<file path="src/rtl/core/pkwrl_pkg.sv">
`timescale 1ns / 1ps
// package: shared constants, types and codes of the per-key window rate limiter
package pkwrl_pkg;

    localparam int TABLE_ENTRIES_DEF = 256;

    localparam int KEY_W    = 32;
    localparam int TIME_W   = 32;
    localparam int COUNT_W  = 8;
    localparam int LIMIT_W  = 8;
    localparam int WINDOW_W = 16;
    localparam int CFG_IDX_W  = 1;
    localparam int CFG_DATA_W = 16;
    localparam int OUTCOME_W  = 3;

    localparam logic [LIMIT_W-1:0]  RESET_LIMIT  = 8'd10;
    localparam logic [WINDOW_W-1:0] RESET_WINDOW = 16'd60;

    // configuration register indexes
    localparam logic [CFG_IDX_W-1:0] REG_LIMIT  = 1'd0;
    localparam logic [CFG_IDX_W-1:0] REG_WINDOW = 1'd1;

    // result codes
    localparam logic [OUTCOME_W-1:0] OUT_COUNTED  = 3'd0;
    localparam logic [OUTCOME_W-1:0] OUT_RESTART  = 3'd1;
    localparam logic [OUTCOME_W-1:0] OUT_NEW      = 3'd2;
    localparam logic [OUTCOME_W-1:0] OUT_REPLACED = 3'd3;
    localparam logic [OUTCOME_W-1:0] OUT_REFUSED  = 3'd4;

    typedef struct packed {
        logic [KEY_W-1:0]   key;
        logic [COUNT_W-1:0] count;
        logic [TIME_W-1:0]  start;
    } t_entry;

    typedef struct packed {
        logic                 allowed;
        logic [OUTCOME_W-1:0] outcome;
    } t_res;

    typedef enum logic [1:0] {
        ST_IDLE,
        ST_SCAN,
        ST_DECIDE
    } t_state;

endpackage

</file>
<file path="src/rtl/core/pkwrl_engine.sv">
`timescale 1ns / 1ps
// engine: table scan for key match and oldest entry, then decision and write-back
module pkwrl_engine #(
    parameter int TABLE_ENTRIES = pkwrl_pkg::TABLE_ENTRIES_DEF,
    parameter int IDX_W = $clog2(TABLE_ENTRIES),
    parameter int CNT_W = $clog2(TABLE_ENTRIES + 1)
) (
    input  logic                               i_clk,
    input  logic                               i_rst_n,
    input  logic                               i_start,
    input  logic [pkwrl_pkg::KEY_W-1:0]        i_key,
    input  logic [pkwrl_pkg::TIME_W-1:0]       i_now,
    input  logic [pkwrl_pkg::LIMIT_W-1:0]      i_limit,
    input  logic [pkwrl_pkg::WINDOW_W-1:0]     i_window,
    input  logic                               i_slot_free,
    output logic                               o_idle,
    output logic                               o_res_vld,
    output pkwrl_pkg::t_res                    o_res,
    output logic                               o_rd_en,
    output logic [IDX_W-1:0]                   o_rd_addr,
    input  pkwrl_pkg::t_entry                  i_rd_data,
    output logic                               o_wr_en,
    output logic [IDX_W-1:0]                   o_wr_addr,
    output pkwrl_pkg::t_entry                  o_wr_data
);

    pkwrl_pkg::t_state r_state, n_state;

    logic [CNT_W-1:0]                  r_used, n_used;
    logic [CNT_W-1:0]                  r_iss;
    logic [IDX_W-1:0]                  r_tag;
    logic                              r_tag_vld;
    logic [pkwrl_pkg::KEY_W-1:0]       r_key;
    logic [pkwrl_pkg::TIME_W-1:0]      r_now;
    logic                              r_found;
    logic [IDX_W-1:0]                  r_hit_idx;
    logic [pkwrl_pkg::COUNT_W-1:0]     r_hit_cnt;
    logic [pkwrl_pkg::TIME_W-1:0]      r_hit_start;
    logic [IDX_W-1:0]                  r_old_idx;
    logic [pkwrl_pkg::TIME_W-1:0]      r_old_start;

    logic                              w_hit;
    logic                              w_scan_done;
    logic                              w_older;
    logic [pkwrl_pkg::TIME_W-1:0]      w_delta;
    logic                              w_expired;
    logic                              w_leave;

    // scan compare on the data returned for tag r_tag
    assign w_hit       = (r_state == pkwrl_pkg::ST_SCAN) && r_tag_vld && (i_rd_data.key == r_key);
    assign w_scan_done = w_hit || ((r_iss >= r_used) && !r_tag_vld);
    assign w_older     = (r_tag == '0) || (i_rd_data.start < r_old_start);

    // window test: signed difference, backwards time stays inside the window
    assign w_delta   = r_now - r_hit_start;
    assign w_expired = !w_delta[pkwrl_pkg::TIME_W-1] &&
                       (w_delta >= pkwrl_pkg::TIME_W'(i_window));
    assign w_leave   = (r_state == pkwrl_pkg::ST_DECIDE) && i_slot_free;

    // next state
    always_comb begin
        n_state = r_state;
        unique case (r_state)
            pkwrl_pkg::ST_IDLE: begin
                if (i_start) begin
                    n_state = pkwrl_pkg::ST_SCAN;
                end
            end
            pkwrl_pkg::ST_SCAN: begin
                if (w_scan_done) begin
                    n_state = pkwrl_pkg::ST_DECIDE;
                end
            end
            pkwrl_pkg::ST_DECIDE: begin
                if (i_slot_free) begin
                    n_state = pkwrl_pkg::ST_IDLE;
                end
            end
            default: n_state = pkwrl_pkg::ST_IDLE;
        endcase
    end

    // outputs
    always_comb begin
        o_idle    = 1'b0;
        o_rd_en   = 1'b0;
        o_rd_addr = r_iss[IDX_W-1:0];
        o_wr_en   = 1'b0;
        o_wr_addr = r_hit_idx;
        o_wr_data = '{key: r_key, count: pkwrl_pkg::COUNT_W'(1), start: r_now};
        o_res_vld = 1'b0;
        o_res     = '{allowed: 1'b1, outcome: pkwrl_pkg::OUT_COUNTED};
        n_used    = r_used;
        unique case (r_state)
            pkwrl_pkg::ST_IDLE: begin
                o_idle = 1'b1;
            end
            pkwrl_pkg::ST_SCAN: begin
                o_rd_en = (r_iss < r_used) && !w_hit;
            end
            pkwrl_pkg::ST_DECIDE: begin
                o_res_vld = i_slot_free;
                if (r_found) begin
                    if (w_expired) begin
                        o_wr_en     = i_slot_free;
                        o_res       = '{allowed: 1'b1, outcome: pkwrl_pkg::OUT_RESTART};
                    end else if (r_hit_cnt >= i_limit) begin
                        o_res       = '{allowed: 1'b0, outcome: pkwrl_pkg::OUT_REFUSED};
                    end else begin
                        o_wr_en     = i_slot_free;
                        o_wr_data   = '{key: r_key, count: r_hit_cnt + 1'b1, start: r_hit_start};
                        o_res       = '{allowed: 1'b1, outcome: pkwrl_pkg::OUT_COUNTED};
                    end
                end else if (r_used < CNT_W'(TABLE_ENTRIES)) begin
                    o_wr_en   = i_slot_free;
                    o_wr_addr = r_used[IDX_W-1:0];
                    o_res     = '{allowed: 1'b1, outcome: pkwrl_pkg::OUT_NEW};
                    if (i_slot_free) begin
                        n_used = r_used + 1'b1;
                    end
                end else begin
                    o_wr_en   = i_slot_free;
                    o_wr_addr = r_old_idx;
                    o_res     = '{allowed: 1'b1, outcome: pkwrl_pkg::OUT_REPLACED};
                end
            end
            default: o_idle = 1'b0;
        endcase
    end

    always_ff @(posedge i_clk) begin
        if (!i_rst_n) begin
            r_state   <= pkwrl_pkg::ST_IDLE;
            r_used    <= '0;
            r_tag_vld <= 1'b0;
            r_found   <= 1'b0;
        end else begin
            r_state <= n_state;
            if (w_leave) begin
                r_used <= n_used;
            end
            if (r_state == pkwrl_pkg::ST_IDLE) begin
                r_tag_vld <= 1'b0;
                if (i_start) begin
                    r_found <= 1'b0;
                end
            end else begin
                r_tag_vld <= o_rd_en;
                if (w_hit) begin
                    r_found <= 1'b1;
                end
            end
        end
    end

    // datapath registers
    always_ff @(posedge i_clk) begin
        if ((r_state == pkwrl_pkg::ST_IDLE) && i_start) begin
            r_key <= i_key;
            r_now <= i_now;
            r_iss <= '0;
        end else if (o_rd_en) begin
            r_iss <= r_iss + 1'b1;
        end
        if (o_rd_en) begin
            r_tag <= r_iss[IDX_W-1:0];
        end
        if (w_hit) begin
            r_hit_idx   <= r_tag;
            r_hit_cnt   <= i_rd_data.count;
            r_hit_start <= i_rd_data.start;
        end
        if ((r_state == pkwrl_pkg::ST_SCAN) && r_tag_vld && w_older) begin
            r_old_idx   <= r_tag;
            r_old_start <= i_rd_data.start;
        end
    end

endmodule

</file>
<file path="config.mk">
export PLATFORM = sky130hd
export DESIGN_NAME = pkwrl_engine
export DESIGN_NICKNAME = d
export VERILOG_FILES = /design/src/rtl/core/pkwrl_pkg.sv /design/src/rtl/core/pkwrl_engine.sv
export SDC_FILE = /design/constraint.sdc
export NUM_CORES = 1
export LEC_CHECK = 0
export BUFFER_PORTS_ARGS = -buffer_cell sky130_fd_sc_hd__buf_2
export CAP_MARGIN = 30
export CORE_MARGIN = 2
export CORE_UTILIZATION = 41
export DETAILED_ROUTE_END_ITERATION = 16
export PLACE_DENSITY_LB_ADDON = 0.08
export SLEW_MARGIN = 20
export SYNTH_ARGS = -nofsm -noshare
export SYNTH_HDL_FRONTEND = slang
export SYNTH_SLANG_ARGS = --single-unit
</file>
<file path="constraint.sdc">
create_clock -name i_clk -period 6.7 [get_ports i_clk]
set_input_delay 1.34 -clock i_clk [delete_from_list [all_inputs] [get_ports i_clk]]
set_output_delay 1.34 -clock i_clk [all_outputs]
set_load 0.1 [all_outputs]
</file>
==> results.md <==
* Outcome: complete, no violations
* Global route overflow at 0
* Simple-gate share of the synthesized area at a little over an eighth
* Ys flop type: edfxtp_1
* Boundary Pins at 260
* CTS tree: built
* CP arrival at about 5.3 ns
* Clk Latency, worst-skew pair at ~0.43 ns
* Antenna Nets Post-Route at 0
* Synth unique cells at 65
* Initial antenna violation count at 5
* Final GP Congestion at 0.937
* Syn_nets at 1301
* Overall routed net length at about 30000 um
* Worst path cell trace: ha_1, nand3_1, nand2_1, a221o_1, nor2_2, xnor2_1, ha_1, a21oi_2, nand2_1, a32oi_1, nand4_1, or4_4, a2111oi_4, nand4_1, o31ai_4, buf_4, buf_12, mux2_2, buf_12
* Adder-cell share of the synthesized area at 11.2%
* CTS Hold Buffers Added at 0
* Remaining DRCs at 0
* Core area at about 0.027 mm2
* Rows at 60
* Leak at ~6.0 nW
* Post-synth EDFFs at 160
* Die area at roughly 0.028 mm2
* Largest net degree at the start of global routing at 48
* Die Ht at roughly 170 um
* Tightest Pin Transition at 0.783 ns
* Routed vias at 8962
* DP Wirelength at between 20000 and 25000 um
* Syn Inst Count at a little over 1000
* Fin nets at approximately 1600
* Post-synthesis cell area at 0.0111 mm2
* Fin worst setup slack at 0.0960 ns
* First DRT Iteration DRCs at 525
* RSZ-0062 raised after global routing: true
* Ys async rst share at 0%
* Register bit total from synthesis at 182
* Setup Skew at about 0.016 ns
* GRT Util Overall at a little over a fifth
* Seq/Total Area, Yosys at about 47%
* DRT Pass-1 Iters at 5
* Worst slack, placed at between 0.1 and 0.15 ns
* Vias in the first global route at 8700
* Worst-path clk slew at approximately 0.080 ns
* Yosys warns at 0
* Main combinational cell family by area after synthesis: simple AND/OR/NAND/NOR gates
* Most frequent cells in the layout: buf_2 (218), edfxtp_1 (160), inv_1 (111)
* PortBufs at 259
* Crit. End Element: primary output
* Most common cell after layout, fill and taps aside: buf_2
* CP max FO at 12
* Final setup viols at 0
* First-pass GRT wire length at about 47000 um
* CTS root buf: clkbuf_16
* Post-Syn Area per Cell at 10.7 um2
* CTS Sinks at 182
* Final Hold Vio Count at 0
* Power per cell area at between 200 and 250 mW/mm2
* Share of layout cells above drive strength 1 at slightly below 30%
* TritonCTS buffer count at 17
* Compound-Gate Fraction of Synth Area at between 10% and 20%
* CP max stage delay at roughly 0.55 ns
* Area growth, synth to finish at 28.0%
* Avg WL per Cell at ~18 um
* Fmax at 0.151 GHz
* Via-to-Cell Ratio at around 5.4
* VDD IR-drop max at approximately 0.00018 V
* Hold Crit Class: register to register
* R2r setup slk at 3.18 ns
* Mux cell area share after synthesis at between 4 and 5%
* WP data required at roughly 5.4 ns
* Relative slew margins at 47.7%
* Final-report max-slew violation count at 0
* Final Cycle Share at 98.6%
* Crit Path Category: register to primary output
* Fin crit period at roughly 6.6 ns
* Setup crit start kind: register
* Starting Density at around two fifths
* Fill cells at roughly 2400
* Post-Synth XOR/XNOR Area at under 10%
* H-tree Lvls at 4
* Width of the die at 169 um
* CP max stage cell: or4_4
* WP buf/inv at 3
* Cell family with most CP delay: simple AND/OR/NAND/NOR gates
* Max-cap violations at 0
* Longest Clk Path Bufs at 2
* Final non-filler cell area at around 0.014 mm2
* Final core utilization at approximately 53%
* Placed cell area at 0.0129 mm2
-- report_power, final --
group / leakage, nW / switching [mW] / internal [mW]
combinational: 4.05 / 0.562 / 0.247
sequential: 1.66 / 0.0266 / 1.28
clock: 0.283 / 0.498 / 0.502
-- layout make-up --
| cell class | count | area [um2] | area share [%] |
|---|---|---|---|
| Antenna cell | 2 | 5.00 | 0.0352 |
| Clock buffer | 18 | 429 | 3.02 |
| Clock inverter | 14 | 156 | 1.10 |
| Inverter | 112 | 420 | 2.96 |
| Multi-Input combinational cell | 709 | 5470 | 38.5 |
| Sequential cell | 182 | 5250 | 36.9 |
| Tap cell | 341 | 427 | 3.00 |
| Timing Repair Buffer | 291 | 2050 | 14.5 |
-- cell usage after synthesis, types with 5 or more instances --
cell | instances | area share (%)
edfxtp_1 | 160 | 43
inv_1 | 112 | 3.8
ha_1 | 98 | 11
nand2_1 | 61 | 2.1
a21oi_1 | 57 | 2.6
nor2_1 | 56 | 1.9
o21ai_0 | 36 | 1.6
mux2_1 | 31 | 3.1
xnor2_1 | 30 | 2.4
xor2_1 | 30 | 2.4
nand3_1 | 27 | 1.2
nand4_1 | 24 | 1.4
dfxtp_1 | 22 | 4.0
a211oi_1 | 19 | 1.3
nor3_1 | 18 | 0.81
o211ai_1 | 17 | 1.2
mux2i_1 | 16 | 1.4
a21o_1 | 15 | 1.0
and2_1 | 15 | 0.85
nor4_1 | 15 | 0.85
and3_1 | 13 | 0.73
nand2b_1 | 13 | 0.73
clkbuf_1 | 12 | 0.41
nor2b_1 | 12 | 0.68
o21a_1 | 12 | 0.81
buf_2 | 10 | 0.45
buf_4 | 9 | 0.61
a211o_1 | 8 | 0.63
and4_1 | 7 | 0.55
or4_1 | 6 | 0.41
or3_1 | 5 | 0.28
-- stage by stage --
step / hold slack, ns / TNS (ns) / power [mW] / std cells
after floorplan: 0.438 / 0 / 1.88 / 1038
after global placement: 0.457 / 0 / 2.07 / 1616
after detailed placement: 0.474 / 0 / 2.07 / 1618
after CTS: 0.486 / 0 / 3.10 / 1659
after global routing: 0.507 / -2.29 / 3.25 / 1668
final: 0.484 / 0 / 3.11 / 1669
-- flip-flops by register name, summed over array words and instances (netlist names) --
signal,cells
r_hit_idx,8
r_old_start,32
r_now,32
r_hit_cnt,8
r_used,9
r_hit_start,32
r_tag,8
r_iss,9
r_state,2
r_found,1
r_key,32
r_tag_vld,1
r_old_idx,8
-- per-layer routing --
| metal | vias up | routed length (um) | global-route usage [%] |
|---|---|---|---|
| li1 | 4390 | - | - |
| met1 | 4289 | 13200 | 27.0 |
| met2 | 231 | 15300 | 36.8 |
| met3 | 46 | 1380 | 4.26 |
| met4 | 6 | 550 | 5.55 |
| met5 | - | 46 | 0 |
-- logic make-up after synthesis --
| kind of cell | after synthesis |
|---|---|
| flip-flops | 182 |
| AO/OA/AOI/OAI | 217 |
| buffers and inverters | 147 |
| AND/OR/NAND/NOR | 285 |
| adder cells (fa/ha/maj) | 99 |
| XOR/XNOR | 60 |
| multiplexers | 48 |
-- timing repair --
action                                  CTS  global route
gates cloned                              1             0
buffers inserted                          8             8
endpoints found under the setup margin   40            44
gates resized for setup                  72           101
pin swaps                                 6            20
-- worst paths after layout --
kind | startpoint | endpoint | cells past startpoint
worst min register to register | r_iss[8] | r_iss[8] | 1
worst min-delay path | r_iss[8] | r_iss[8] | 1
worst max-delay path | r_now[11] | o_wr_data[22] | 19
worst max register to register | r_old_start[25] | r_old_start[17] | 13
No activity file was read; power rests on OpenSTA's default activity.
